**src/design/ats_pkg.sv**
```systemverilog
// shared types and constants for the adaptive trace sampler
package ats_pkg;

    localparam int SLOT_COUNT_DEF  = 1024;
    localparam int ENTER_PCT_DEF   = 75;
    localparam int EXIT_PCT_DEF    = 50;
    localparam int TIME_WIDTH_DEF  = 48;

    localparam int CFG_IDX_W  = 3;
    localparam int CFG_DATA_W = 48;
    localparam int OCC_W      = 11;
    localparam int CNT_W      = 32;
    localparam int RATIO_W    = 16;

    localparam logic [31:0] LCG_MUL = 32'd1103515245;
    localparam logic [31:0] LCG_ADD = 32'd12345;
    localparam logic [31:0] SEED_RST = 32'd12345;

    typedef enum logic [1:0] {
        CMD_SAMPLE  = 2'd0,
        CMD_ENQUEUE = 2'd1,
        CMD_DEQUEUE = 2'd2,
        CMD_UPDATE  = 2'd3
    } cmd_t;

    typedef enum logic [2:0] {
        REG_NORMAL_SAMPLE   = 3'd0,
        REG_NORMAL_DROP     = 3'd1,
        REG_PRESSURE_SAMPLE = 3'd2,
        REG_PRESSURE_DROP   = 3'd3,
        REG_DROP_THRESHOLD  = 3'd4,
        REG_DROP_WINDOW     = 3'd5,
        REG_QUIET_CLEAR     = 3'd6
    } reg_idx_t;

    typedef struct packed {
        logic admitted;
        logic enqueued;
        logic dequeued;
        logic pressure_mode;
        logic fill_flag;
        logic drop_flag;
        logic [OCC_W-1:0] occupancy;
        logic [CNT_W-1:0] drop_total;
        logic [CNT_W-1:0] rejected_total;
    } result_t;

endpackage

```
**src/design/ats_stream_if.sv**
```systemverilog
// valid/ready channel carrying a generic payload
interface ats_stream_if #(parameter int W = 1);
    logic         valid;
    logic         ready;
    logic [W-1:0] data;
    modport source (output valid, output data, input ready);
    modport sink   (input valid, input data, output ready);
endinterface

```
**src/design/ats_front.sv**
```systemverilog
// front: accepts events into a short queue
module ats_front #(
    parameter int TW = ats_pkg::TIME_WIDTH_DEF
) (
    input  logic           clk,
    input  logic           rst_n,
    input  logic           in_valid,
    output logic           in_ready,
    input  logic [1:0]     in_cmd,
    input  logic [TW-1:0]  in_time,
    output logic           q_valid,
    input  logic           q_pop,
    output logic [1:0]     q_cmd,
    output logic [TW-1:0]  q_time
);
    // two-entry event queue
    logic [1:0]    cmd_reg [2];
    logic [TW-1:0] time_reg [2];
    logic          rd_reg, rd_next, wr_reg, wr_next;
    logic [1:0]    cnt_reg, cnt_next;
    logic          push;

    assign in_ready = (cnt_reg != 2'd2);
    assign push     = in_valid && in_ready;
    assign q_valid  = (cnt_reg != 2'd0);
    assign q_cmd    = cmd_reg[rd_reg];
    assign q_time   = time_reg[rd_reg];

    always_comb
    begin
        rd_next  = rd_reg ^ q_pop;
        wr_next  = wr_reg ^ push;
        cnt_next = cnt_reg + {1'b0, push} - {1'b0, q_pop};
    end

    always_ff @(posedge clk or negedge rst_n)
    begin
        if (!rst_n)
        begin
            rd_reg  <= 1'b0;
            wr_reg  <= 1'b0;
            cnt_reg <= 2'd0;
        end
        else
        begin
            rd_reg  <= rd_next;
            wr_reg  <= wr_next;
            cnt_reg <= cnt_next;
        end
    end

    always_ff @(posedge clk)
    begin
        if (push)
        begin
            cmd_reg[wr_reg]  <= in_cmd;
            time_reg[wr_reg] <= in_time;
        end
    end
endmodule

```
**src/design/ats_back.sv**
```systemverilog
// back: executes events, with a bit-serial modulo for sampling
module ats_back #(
    parameter int QD = ats_pkg::SLOT_COUNT_DEF,
    parameter int EP = ats_pkg::ENTER_PCT_DEF,
    parameter int XP = ats_pkg::EXIT_PCT_DEF,
    parameter int TW = ats_pkg::TIME_WIDTH_DEF
) (
    input  logic                           clk,
    input  logic                           rst_n,
    input  logic                           cfg_we,
    input  logic [ats_pkg::CFG_IDX_W-1:0]  cfg_idx,
    input  logic [ats_pkg::CFG_DATA_W-1:0] cfg_data,
    input  logic                           q_valid,
    output logic                           q_pop,
    input  logic [1:0]                     q_cmd,
    input  logic [TW-1:0]                  q_time,
    output logic                           res_valid,
    input  logic                           res_ready,
    output ats_pkg::result_t               res
);
    localparam int OW = ats_pkg::OCC_W;
    localparam int RW = ats_pkg::RATIO_W;
    localparam int CW = ats_pkg::CNT_W;
    localparam int TOT_W = RW + 1;
    localparam int PW = OW + 7;
    // fill percent above a limit means count*100 at or above (limit+1)*depth
    localparam logic [PW-1:0] FILL_ON  = PW'((EP + 1) * QD);
    localparam logic [PW-1:0] FILL_OFF = PW'((XP + 1) * QD);

    typedef enum logic [4:0] {
        ST_IDLE = 5'b00001,
        ST_MUL  = 5'b00010,
        ST_DIV  = 5'b00100,
        ST_WAIT = 5'b01000,
        ST_OUT  = 5'b10000
    } state_t;

    state_t state_reg, state_next;

    logic [RW-1:0] ns_reg, nd_reg, ps_reg, pd_reg, thr_reg;
    logic [ats_pkg::CFG_DATA_W-1:0] win_reg, quiet_reg;

    logic [31:0]   seed_reg, seed_next;
    logic [OW-1:0] qc_reg, qc_next;
    logic fill_reg, fill_next, dsig_reg, dsig_next, mode_reg, mode_next;
    logic [CW-1:0] drops_reg, drops_next, daw_reg, daw_next, rej_reg, rej_next;
    logic [TW-1:0] wb_reg, wb_next, lhd_reg, lhd_next;
    logic [63:0]   prod_reg, prod_next;
    logic [TOT_W-1:0] rem_reg, rem_next, tot_reg, tot_next;
    logic [RW-1:0] sn_reg, sn_next;
    logic [5:0]    bit_reg, bit_next;
    logic adm_reg, adm_next, enq_reg, enq_next, deq_reg, deq_next;
    logic outv_reg, outv_next;
    ats_pkg::result_t res_reg, res_next;

    logic [TOT_W-1:0] tot_c;
    logic [RW-1:0]    sn_c;
    logic [TOT_W:0]   trial;
    logic [PW-1:0]    fprod;
    logic [TW-1:0]    dwin, dq, wlen, qlen;
    logic [CW-1:0]    fresh;
    logic fill_c, dsig_c;

    assign q_pop     = (state_reg == ST_IDLE) && q_valid && !outv_reg;
    assign res_valid = outv_reg;
    assign res       = res_reg;

    assign wlen = TW'(win_reg);
    assign qlen = TW'(quiet_reg);

    always_comb
    begin
        sn_c  = mode_reg ? ps_reg : ns_reg;
        tot_c = mode_reg ? ({1'b0, ps_reg} + {1'b0, pd_reg})
                         : ({1'b0, ns_reg} + {1'b0, nd_reg});
        trial = {rem_reg, prod_reg[31 - bit_reg[4:0]]} - {1'b0, tot_reg};
        fprod = PW'(qc_reg) * PW'(100);
        dwin  = q_time - wb_reg;
        fresh = drops_reg - daw_reg;
    end

    always_comb
    begin
        state_next = state_reg;
        seed_next = seed_reg; qc_next = qc_reg;
        fill_next = fill_reg; dsig_next = dsig_reg; mode_next = mode_reg;
        drops_next = drops_reg; daw_next = daw_reg; rej_next = rej_reg;
        wb_next = wb_reg; lhd_next = lhd_reg;
        prod_next = prod_reg; rem_next = rem_reg; tot_next = tot_reg;
        sn_next = sn_reg; bit_next = bit_reg;
        adm_next = adm_reg; enq_next = enq_reg; deq_next = deq_reg;
        outv_next = outv_reg && !res_ready;
        res_next = res_reg;
        fill_c = fill_reg; dsig_c = dsig_reg; dq = '0;
        unique case (state_reg)
            ST_IDLE:
            begin
                if (q_pop)
                begin
                    adm_next = 1'b0; enq_next = 1'b0; deq_next = 1'b0;
                    state_next = ST_OUT;
                    unique case (ats_pkg::cmd_t'(q_cmd))
                        ats_pkg::CMD_SAMPLE:
                        begin
                            if (tot_c == '0)
                                rej_next = rej_reg + 1'b1;
                            else
                            begin
                                tot_next = tot_c;
                                sn_next = sn_c;
                                prod_next = seed_reg * ats_pkg::LCG_MUL;
                                state_next = ST_MUL;
                            end
                        end
                        ats_pkg::CMD_ENQUEUE:
                        begin
                            if (qc_reg >= OW'(QD))
                                drops_next = drops_reg + 1'b1;
                            else
                            begin
                                qc_next = qc_reg + 1'b1;
                                enq_next = 1'b1;
                            end
                        end
                        ats_pkg::CMD_DEQUEUE:
                        begin
                            if (qc_reg != '0)
                            begin
                                qc_next = qc_reg - 1'b1;
                                deq_next = 1'b1;
                            end
                        end
                        ats_pkg::CMD_UPDATE:
                        begin
                            fill_c = fill_reg ? (fprod >= FILL_OFF) : (fprod >= FILL_ON);
                            if (dwin >= wlen)
                            begin
                                daw_next = drops_reg;
                                wb_next = q_time;
                                if (fresh >= CW'(thr_reg))
                                begin
                                    dsig_c = 1'b1;
                                    lhd_next = q_time;
                                end
                            end
                            dq = q_time - (dsig_c && !dsig_reg ? q_time : lhd_reg);
                            if (dwin >= wlen && fresh >= CW'(thr_reg))
                                dq = '0;
                            if (dsig_c && dq >= qlen)
                                dsig_c = 1'b0;
                            fill_next = fill_c;
                            dsig_next = dsig_c;
                            mode_next = fill_c || dsig_c;
                        end
                        default: ;
                    endcase
                end
            end
            ST_MUL:
            begin
                seed_next = prod_reg[31:0] + ats_pkg::LCG_ADD;
                prod_next = {32'd0, prod_reg[31:0] + ats_pkg::LCG_ADD};
                rem_next = '0;
                bit_next = '0;
                state_next = ST_DIV;
            end
            ST_DIV:
            begin
                // restoring remainder, one seed bit per cycle
                if (!trial[TOT_W])
                    rem_next = trial[TOT_W-1:0];
                else
                    rem_next = {rem_reg[TOT_W-2:0], prod_reg[31 - bit_reg[4:0]]};
                bit_next = bit_reg + 1'b1;
                if (bit_reg == 6'd31)
                    state_next = ST_WAIT;
            end
            ST_WAIT:
            begin
                adm_next = (rem_reg < {1'b0, sn_reg});
                if (rem_reg >= {1'b0, sn_reg})
                    rej_next = rej_reg + 1'b1;
                state_next = ST_OUT;
            end
            ST_OUT:
            begin
                outv_next = 1'b1;
                res_next.admitted = adm_reg;
                res_next.enqueued = enq_reg;
                res_next.dequeued = deq_reg;
                res_next.pressure_mode = mode_reg;
                res_next.fill_flag = fill_reg;
                res_next.drop_flag = dsig_reg;
                res_next.occupancy = qc_reg;
                res_next.drop_total = drops_reg;
                res_next.rejected_total = rej_reg;
                state_next = ST_IDLE;
            end
            default: state_next = ST_IDLE;
        endcase
    end

    always_ff @(posedge clk or negedge rst_n)
    begin
        if (!rst_n)
        begin
            state_reg <= ST_IDLE;
            ns_reg <= RW'(1); nd_reg <= '0; ps_reg <= RW'(1); pd_reg <= RW'(9);
            thr_reg <= RW'(5);
            win_reg <= 48'd1000000000; quiet_reg <= 48'd3000000000;
            seed_reg <= ats_pkg::SEED_RST; qc_reg <= '0;
            fill_reg <= 1'b0; dsig_reg <= 1'b0; mode_reg <= 1'b0;
            drops_reg <= '0; daw_reg <= '0; rej_reg <= '0;
            wb_reg <= '0; lhd_reg <= '0;
            outv_reg <= 1'b0;
            adm_reg <= 1'b0; enq_reg <= 1'b0; deq_reg <= 1'b0;
        end
        else
        begin
            state_reg <= state_next;
            seed_reg <= seed_next; qc_reg <= qc_next;
            fill_reg <= fill_next; dsig_reg <= dsig_next; mode_reg <= mode_next;
            drops_reg <= drops_next; daw_reg <= daw_next; rej_reg <= rej_next;
            wb_reg <= wb_next; lhd_reg <= lhd_next;
            outv_reg <= outv_next;
            adm_reg <= adm_next; enq_reg <= enq_next; deq_reg <= deq_next;
            if (cfg_we)
            begin
                unique case (cfg_idx)
                    ats_pkg::REG_NORMAL_SAMPLE:   ns_reg <= cfg_data[RW-1:0];
                    ats_pkg::REG_NORMAL_DROP:     nd_reg <= cfg_data[RW-1:0];
                    ats_pkg::REG_PRESSURE_SAMPLE: ps_reg <= cfg_data[RW-1:0];
                    ats_pkg::REG_PRESSURE_DROP:   pd_reg <= cfg_data[RW-1:0];
                    ats_pkg::REG_DROP_THRESHOLD:  thr_reg <= cfg_data[RW-1:0];
                    ats_pkg::REG_DROP_WINDOW:     win_reg <= cfg_data;
                    ats_pkg::REG_QUIET_CLEAR:     quiet_reg <= cfg_data;
                    default: ;
                endcase
            end
        end
    end

    always_ff @(posedge clk)
    begin
        prod_reg <= prod_next; rem_reg <= rem_next; tot_reg <= tot_next;
        sn_reg <= sn_next; bit_reg <= bit_next; res_reg <= res_next;
    end
endmodule

```
**src/design/adaptive_trace_sampler_unit.sv**
```systemverilog
// top level of the adaptive trace sampler
// usage: events arrive on the req channel (cmd, now_time) as valid/ready
// requests and each produces exactly one result on the rsp channel.
// configuration is a plain write port (cfg_we, cfg_idx, cfg_data); the user
// must see that it is written only while the block is idle, which the block
// itself does not enforce; unknown indexes are ignored. a two-entry queue in
// front takes requests while the back end works. enqueue, dequeue, update
// and zero-ratio sample requests go from the queue straight to the output
// state; a sample request does the 32x32 multiply at the pop, then passes the
// MUL state (seed update), the DIV state (remainder of the 32-bit generator
// value, one bit per cycle) and the WAIT state (compare) before the output.
// the back end takes the next event only after the previous result is taken.
// reset clears all counters, flags, the generator seed (12345) and the
// config registers to their defaults.
// when the receiver stalls the result is held; the back end stops and the
// front queue fills, then req ready drops.
module adaptive_trace_sampler_unit #(
    parameter int SLOT_COUNT  = ats_pkg::SLOT_COUNT_DEF,
    parameter int ENTER_PCT   = ats_pkg::ENTER_PCT_DEF,
    parameter int EXIT_PCT    = ats_pkg::EXIT_PCT_DEF,
    parameter int TIME_WIDTH  = ats_pkg::TIME_WIDTH_DEF
) (
    input  logic                           clk,
    input  logic                           rst_n,
    input  logic                           cfg_we,
    input  logic [ats_pkg::CFG_IDX_W-1:0]  cfg_idx,
    input  logic [ats_pkg::CFG_DATA_W-1:0] cfg_data,
    ats_stream_if.sink                     req,
    ats_stream_if.source                   rsp
);
    logic                  q_valid, q_pop;
    logic [1:0]            q_cmd;
    logic [TIME_WIDTH-1:0] q_time;
    ats_pkg::result_t      res;

    ats_front #(.TW(TIME_WIDTH)) u_front (
        .clk(clk), .rst_n(rst_n),
        .in_valid(req.valid), .in_ready(req.ready),
        .in_cmd(req.data[1:0]), .in_time(req.data[TIME_WIDTH+1:2]),
        .q_valid(q_valid), .q_pop(q_pop), .q_cmd(q_cmd), .q_time(q_time)
    );

    ats_back #(.QD(SLOT_COUNT), .EP(ENTER_PCT), .XP(EXIT_PCT), .TW(TIME_WIDTH)) u_back (
        .clk(clk), .rst_n(rst_n),
        .cfg_we(cfg_we), .cfg_idx(cfg_idx), .cfg_data(cfg_data),
        .q_valid(q_valid), .q_pop(q_pop), .q_cmd(q_cmd), .q_time(q_time),
        .res_valid(rsp.valid), .res_ready(rsp.ready), .res(res)
    );

    assign rsp.data = res;
endmodule

```
**src/flat_wrapper.sv**
```systemverilog
// flat-port wrapper written by rule: the top's interface ports become plain ports
module adaptive_trace_sampler_unit_flat 
#(
    parameter int SLOT_COUNT  = ats_pkg::SLOT_COUNT_DEF,
    parameter int ENTER_PCT   = ats_pkg::ENTER_PCT_DEF,
    parameter int EXIT_PCT    = ats_pkg::EXIT_PCT_DEF,
    parameter int TIME_WIDTH  = ats_pkg::TIME_WIDTH_DEF
)
  (clk, rst_n, cfg_we, cfg_idx, cfg_data, req_valid, req_data, req_ready, rsp_valid, rsp_data, rsp_ready);
  ats_stream_if #(.W((2 + ats_pkg::TIME_WIDTH_DEF))) req_i ();
  ats_stream_if #(.W(($bits(ats_pkg::result_t)))) rsp_i ();
  input  logic clk;
  input  logic rst_n;
  input  logic cfg_we;
  input  logic [ats_pkg::CFG_IDX_W-1:0] cfg_idx;
  input  logic [ats_pkg::CFG_DATA_W-1:0] cfg_data;
  input wire logic [$bits(req_i.valid)-1:0] req_valid;
  input wire logic [$bits(req_i.data)-1:0] req_data;
  output wire logic [$bits(req_i.ready)-1:0] req_ready;
  output wire logic [$bits(rsp_i.valid)-1:0] rsp_valid;
  output wire logic [$bits(rsp_i.data)-1:0] rsp_data;
  input wire logic [$bits(rsp_i.ready)-1:0] rsp_ready;
  assign req_i.valid = req_valid;
  assign req_i.data = req_data;
  assign req_ready = req_i.ready;
  assign rsp_valid = rsp_i.valid;
  assign rsp_data = rsp_i.data;
  assign rsp_i.ready = rsp_ready;
  adaptive_trace_sampler_unit #(.SLOT_COUNT(SLOT_COUNT), .ENTER_PCT(ENTER_PCT), .EXIT_PCT(EXIT_PCT), .TIME_WIDTH(TIME_WIDTH)) u_core (.clk(clk), .rst_n(rst_n), .cfg_we(cfg_we), .cfg_idx(cfg_idx), .cfg_data(cfg_data), .req(req_i), .rsp(rsp_i));
endmodule
```
**config.mk**
```make
export PLATFORM = sky130hd
export DESIGN_NAME = adaptive_trace_sampler_unit_flat
export DESIGN_NICKNAME = d
export VERILOG_FILES = /design/src/design/ats_pkg.sv /design/src/design/ats_stream_if.sv /design/src/design/ats_front.sv /design/src/design/ats_back.sv /design/src/design/adaptive_trace_sampler_unit.sv /design/src/flat_wrapper.sv
export SDC_FILE = /design/constraint.sdc
export NUM_CORES = 2
export LEC_CHECK = 0
export ABC_AREA = 1
export BUFFER_PORTS_ARGS = -buffer_cell sky130_fd_sc_hd__buf_2
export CORE_MARGIN = 4
export CORE_UTILIZATION = 50
export DETAILED_ROUTE_END_ITERATION = 8
export HOLD_SLACK_MARGIN = 0.15
export MAX_ROUTING_LAYER = met4
export PLACE_DENSITY_LB_ADDON = 0.25
export SLEW_MARGIN = 30
export SYNTH_ARGS = -nofsm -noshare
export SYNTH_HDL_FRONTEND = slang
export SYNTH_SLANG_ARGS = --single-unit
```
**constraint.sdc**
```tcl
create_clock -name clk -period 7.35 [get_ports clk]
set_input_delay 0.735 -clock clk [delete_from_list [all_inputs] [get_ports clk]]
set_output_delay 0.735 -clock clk [all_outputs]
set_load 0.03 [all_outputs]
```
# After elaboration in Yosys (flattened, before gate mapping)
# Memories as Yosys holds them, arrays and structs flattened.
# Cells that the tools add are included.
# totals
elab_cells	180
input_bits	106
ram_bits	100
ff_bits	628
mem_count	2
# memory_table
memory	words	word_bits	read_ports	rd_ports_with_merged_regs	wr	line	text
u_core.u_front.time_reg	2	48	1	0	1	ats_front.sv:18	logic [TW-1:0] time_reg [2];
u_core.u_front.cmd_reg	2	2	1	0	1	ats_front.sv:17	logic [1:0] cmd_reg [2];
# classes
bitwise_logic	3
n_eq_ne	24
reduce_logical	38
n_mul	2
muxes	48
addsub	15
magnitude_cmp	9
# op_table
cell	n
$mux 48	5
$mux 64	3
$mux 32	4
$pmux 64 s2	1
$ge 48x48->1	2
$sub 48x48->48	2
$add 32x1->32 const B	2
$pmux 32 s2	1
$mul 32x31->63 const B	1
$add 16x16->17	2
$mux 17	2
$pmux 17 s2	1
$add 32x14->32 const B	1
$ge 32x16->1	1
$lt 32x7->1 const B	1
$sub 32x32->32	1
$mux 11	2
$pmux 11 s2	1
$mux 5	4
$pmux 5 s4	1
$reduce_and 2->1	10
$mux 1	19
$ge 18x16->1 const B	1
$ge 18x17->1 const B	1
41 further kinds	70

# Longest topological paths before layout
# depth
ltp_word	21
depth_mapped	59

# Cells and area by module
# A second synthesis with hierarchy kept.
# hier_totals
hier_cells	6441
area_unflattened_um2	52814.4
# by_module_without_submodules
mod	area_each_um2	cells_each	n_inst
ats_back	48739.2	6257	1
ats_front	4075.2	184	1

# Worst setup path after synthesis
# OpenSTA, ideal clock, no wires.
# synth_timing
path_type	flip-flop to flip-flop
startpoint	reg u_core.u_front.rd_reg
endpoint	reg u_core.u_back.mode_reg
arrival_ps	7499
path_stages_with_launch	49
synth_period_minus_slack_ps	7564
path_buffers	5
required_ps	7285
setup_slack_ps	-214
setup_time_ps	65
path_cell_list	dfrtp_1 -> inv_2 -> clkbuf_1 -> clkbuf_1 -> or2_2 -> o21ai_0 -> inv_1 -> ha_1 -> clkbuf_1 -> nand2_1 -> nor2_1 -> nand4_1 -> nor3_1 -> a21oi_1 -> o21ai_0 -> a21oi_1 -> o21ai_0 -> xor2_1 -> [13 not listed] -> o21ai_0 -> a21oi_1 -> o21ai_0 -> a21oi_1 -> o21ai_0 -> nand2_1 -> nand2_1 -> o21ai_0 -> a21oi_1 -> ha_1 -> a21oi_1 -> nor2_1 -> a211oi_1 -> o221a_2 -> nand2_1 -> nand2_1 -> nand3_1 -> nand2_1
# synth_between
elab_chain_cells	21
# synth_lines
element	line	text
start: declaration	ats_front.sv:19	logic rd_reg, rd_next, wr_reg, wr_next;
start signal: assignment	ats_front.sv:46	rd_reg <= rd_next;
$mem_v2 2x48 (*)	-	
named net u_core.q_time[9]	adaptive_trace_sampler_unit.sv:33	logic [TIME_WIDTH-1:0] q_time;
$sub 48x48->48	ats_back.sv:78	dwin = q_time - wb_reg;
$ge 48x48->1	ats_back.sv:136, ats_back.sv:147	
$mux 1	ats_back.sv:136	if (dwin >= wlen)
$mux 1	ats_back.sv:102	unique case (ats_pkg::cmd_t'(q_cmd))
$mux 1	ats_back.sv:98	if (q_pop)
$mux 1	ats_back.sv:95	unique case (state_reg)
[6 not listed]	-	
$mux 48	ats_back.sv:95	
$ge 48x48->1	ats_back.sv:149	if (dsig_c && dq >= qlen)
$logic_and 1x1->1	ats_back.sv:149	
$mux 1 (*)	ats_back.sv:149	
$mux 1 (*)	ats_back.sv:102	
$mux 1 (*)	ats_back.sv:98	
$mux 1 (*)	ats_back.sv:95	
$logic_or 1x1->1 (*)	ats_back.sv:153	mode_next = fill_c || dsig_c;
end signal: assignment	ats_back.sv:222	fill_reg <= fill_next; dsig_reg <= dsig_next; mode_reg <= mode_next;
end: declaration	ats_back.sv:45	logic fill_reg, fill_next, dsig_reg, dsig_next, mode_reg, mode_next;
# The timed path passes the listed nets; every way through them passes the cells marked *. The select of a mux whose other input is x is not followed.
# A chain may end at the register's enable or synchronous reset.

# Worst setup path after layout
# layout_timing
startpoint	reg u_core.u_front.rd_reg
endpoint	reg u_core.u_back.dsig_reg
# layout_between
elab_chain_cells	20
# layout_lines
element	line
$mem_v2 2x48 (*)	-
named net u_core.q_time[8]	adaptive_trace_sampler_unit.sv:33
$sub 48x48->48	ats_back.sv:78
$ge 48x48->1	ats_back.sv:136, ats_back.sv:147
$mux 1	ats_back.sv:136
$mux 1	ats_back.sv:102
$mux 1	ats_back.sv:98
$mux 1	ats_back.sv:95
[5 not listed]	-
$mux 48	ats_back.sv:98
$mux 48	ats_back.sv:95
$ge 48x48->1	ats_back.sv:149
$logic_and 1x1->1	ats_back.sv:149
$mux 1 (*)	ats_back.sv:149
$mux 1 (*)	ats_back.sv:102
$mux 1 (*)	ats_back.sv:98
$mux 1 (*)	ats_back.sv:95
end signal: assignment	ats_back.sv:222
end: declaration	ats_back.sv:45
# Marks and branches as above.

==> results_dict.tcl <==
set metrics [dict create \
    largest_reg_flops 96 \
    die_h_um 330 \
    antenna_found_initial 6 \
    met1_usage 0.407 \
    setup.worst_path.start "u_core.u_front.rd_reg" \
    status "complete, but fails checks" \
    crit_arrival_ns 8.56 \
    fin_skew_ns 0.0427 \
    vias 44379 \
    clockRootBuffer "clkbuf_16" \
    ys_top_cells_by_area "dfrtp_1 (19%), edfxtp_1 (16%), ha_1 (13%)" \
    r2r_setup_slack_ns -0.68 \
    avgSynthCellArea_um2 8.26 \
    wirelength_um 151000 \
    placed_area_um2 58000 \
    dr.pass1.iters 6 \
    crit_buf_inv 14 \
    syn-cell-area_um2 51800 \
    slew_viol_final 0 \
    rr_worst_depth 51 \
    synth-async-reset-ratio 0.614 \
    dieArea_um2 109000 \
    grt_pass1_vias 42800 \
    path_common_cell "buf_4" \
    finalNetCount 7836 \
    grt-ovfl-total 0 \
    first_iter_violations 3651 \
    netlist_instances 6271 \
    cts_num_sinks 696 \
    place_inst 8219 \
    finalHoldViolCount 0 \
    drc 0 \
    instances_no_fill 8425 \
    via_per_inst 5.27 \
    final_area_um2 62500 \
    cpMaxStageDelayCell "dfrtp_1" \
    drive_above_1_share 0.178 \
    synth_top_cell_by_area "dfrtp_1" \
    worstPathRequired_ns 7.89 \
    fmax_mhz 125 \
    htree_levels 3 \
    holdCritPathClass "input port to flop" \
    crit_family "compound AO/OA/AOI/OAI gates" \
    area_growth_syn_to_layout_pct 20.6 \
    syn-num-nets 7119 \
    io_pins 189 \
    yosys.area.top_type_share 0.188 \
    min_period_over_period 1.09 \
    fin_crit_ns 8.03 \
    fin_ws_ns -0.677 \
    violations "negative setup slack" \
    start_kind "flop" \
    synth-main-ff-cell "dfrtp_1" \
    cts_buffers 79 \
    yosysWarningCount 0 \
    grt_util_met3 0.0474 \
    grtUsageMet2 0.422 \
    ys_top_cells_by_count "nand2_1 (1,321), inv_1 (1,128), o21ai_0 (576), ha_1 (537), dfrtp_1 (389)" \
    yosysUniqueCellTypes 59 \
    synth_enable_flop_cells 269 \
    crit_fanout 6 \
    r2r-end "u_core.u_back.dsig_reg" \
    clkTransAtPathRegs_ns 0.06 \
    fillers 9021 \
    row_count 117 \
    synth_seq_cells 696 \
    clock_latency_ns 0.68 \
    cts_tree "yes" \
    crit_path_end "u_core.u_back.dsig_reg" \
    seq_area_frac_synth 0.363 \
    start_util 0.506 \
    crit_path_end_kind "flop" \
    slowest_delay_ns 0.40 \
    busiest_layer "met2" \
    finalSetupViolCount 2 \
    yosysMostFrequentCell "nand2_1" \
    port-buffer-count 188 \
    worst-setup-path-type "flop to flop" \
    path_depth 51 \
    cap_violations 0 \
    grt_use_total 0.283 \
    gp_congestion 0.990 \
    routedWlPerCell_um 17.9 \
    core_area_um2 102000 \
    grt_max_degree 142 \
    rsz0062_at_grt "yes" \
    rr_startpoint "u_core.u_front.rd_reg" \
    relSlewSlack 0.368 \
    dp_hpwl_um 119000 \
    die_w_um 330 \
    grt_pass1_wl_um 235000 \
    worst_slew_pin_slew_ns 0.947 \
    ant_nets 0 \
    clk_path_buf_depth 3 \
]
-- how the worst min path moves through the flow --
stage               cells after the start                   from  slack, ns                 endpoint
finish                                  2              rsp_ready       0.24  u_core.u_back.res_valid
CTS                                     2              rsp_ready       0.19  u_core.u_back.res_valid
global placement                        0  u_core.u_back.enq_reg       0.43    u_core.u_back.res[79]
global route                            2              rsp_ready       0.21  u_core.u_back.res_valid
detailed placement                      0  u_core.u_back.enq_reg       0.44    u_core.u_back.res[79]
floorplan                               0  u_core.u_back.adm_reg       0.42    u_core.u_back.res[80]
-- what timing repair did --
item / in CTS / in global routing
resized for setup: 140 / 176
hold buffers: 1 / 0
gates cloned: 2 / 2
hold endpoints to repair: 48 / 0
setup buffers: 21 / 32
pin swaps: 33 / 94
setup endpoints to repair: 2 / 4
-- placed cells by master (no fill, tap or decap), types with 26 or more instances in the layout --
cell / count
nor3_1: 60
inv_1: 1118
buf_4: 543
nand3_1: 198
nor2_1: 342
ha_1: 506
a21oi_2: 48
o21ai_1: 107
dfstp_2: 38
xnor2_1: 83
nor4_1: 27
xor2_1: 149
nand4_1: 51
nor2_2: 26
o21ai_0: 523
edfxtp_1: 269
nand2_1: 1282
buf_2: 187
dfrtp_1: 389
clkbuf_16: 83
nand2_2: 40
a21oi_1: 308
or2_2: 55
fa_1: 203
-- cell families (layout without fill, tap and decap cells) --
logic type,after synthesis,count (layout),synth area share
multiplexers,3,3,0.000604
other,0,2,0
buffers and inverters,1260,2044,0.0926
AND/OR/NAND/NOR,2160,2160,0.174
adder cells (fa/ha/maj),742,742,0.209
flip-flops,696,696,0.363
AO/OA/AOI/OAI,1175,1175,0.121
XOR/XNOR,235,235,0.0397
-- metrics by stage --
stage          setup slack [ns]  utilization  hold slack (ns)  TNS, ns
5_1_grt                   -1.19        0.610            0.212    -2.34
4_1_cts                  -0.560        0.602            0.195    -1.09
2_1_floorplan           0.00441            -            0.419        0
3_5_place_dp              -1.08        0.567            0.436    -2.16
6_report                 -0.677        0.610            0.237    -1.34
3_3_place_gp             -0.943        0.567            0.435    -1.88
-- layer usage --
layer / share of wire / routed length, µm
met4: 0.024 / 3560
met2: 0.44 / 66000
met5: 0 / 0
met1: 0.47 / 70200
met3: 0.072 / 10800
-- layout make-up --
type | instances | area (µm²) | area share
sequential | 696 | 18800 | 0.301
antenna | 2 | 5.00 | 0.0000801
clock inverter | 48 | 569 | 0.00911
tap | 1368 | 1710 | 0.0274
timing repair buffer | 760 | 5510 | 0.0882
inverter | 1136 | 4270 | 0.0683
clock buffer | 100 | 2180 | 0.0349
multi-input combinational | 4315 | 29400 | 0.471
Power is not shown: default switching activity piles up to over one toggle a cycle in this logic, so the estimate is an artifact.
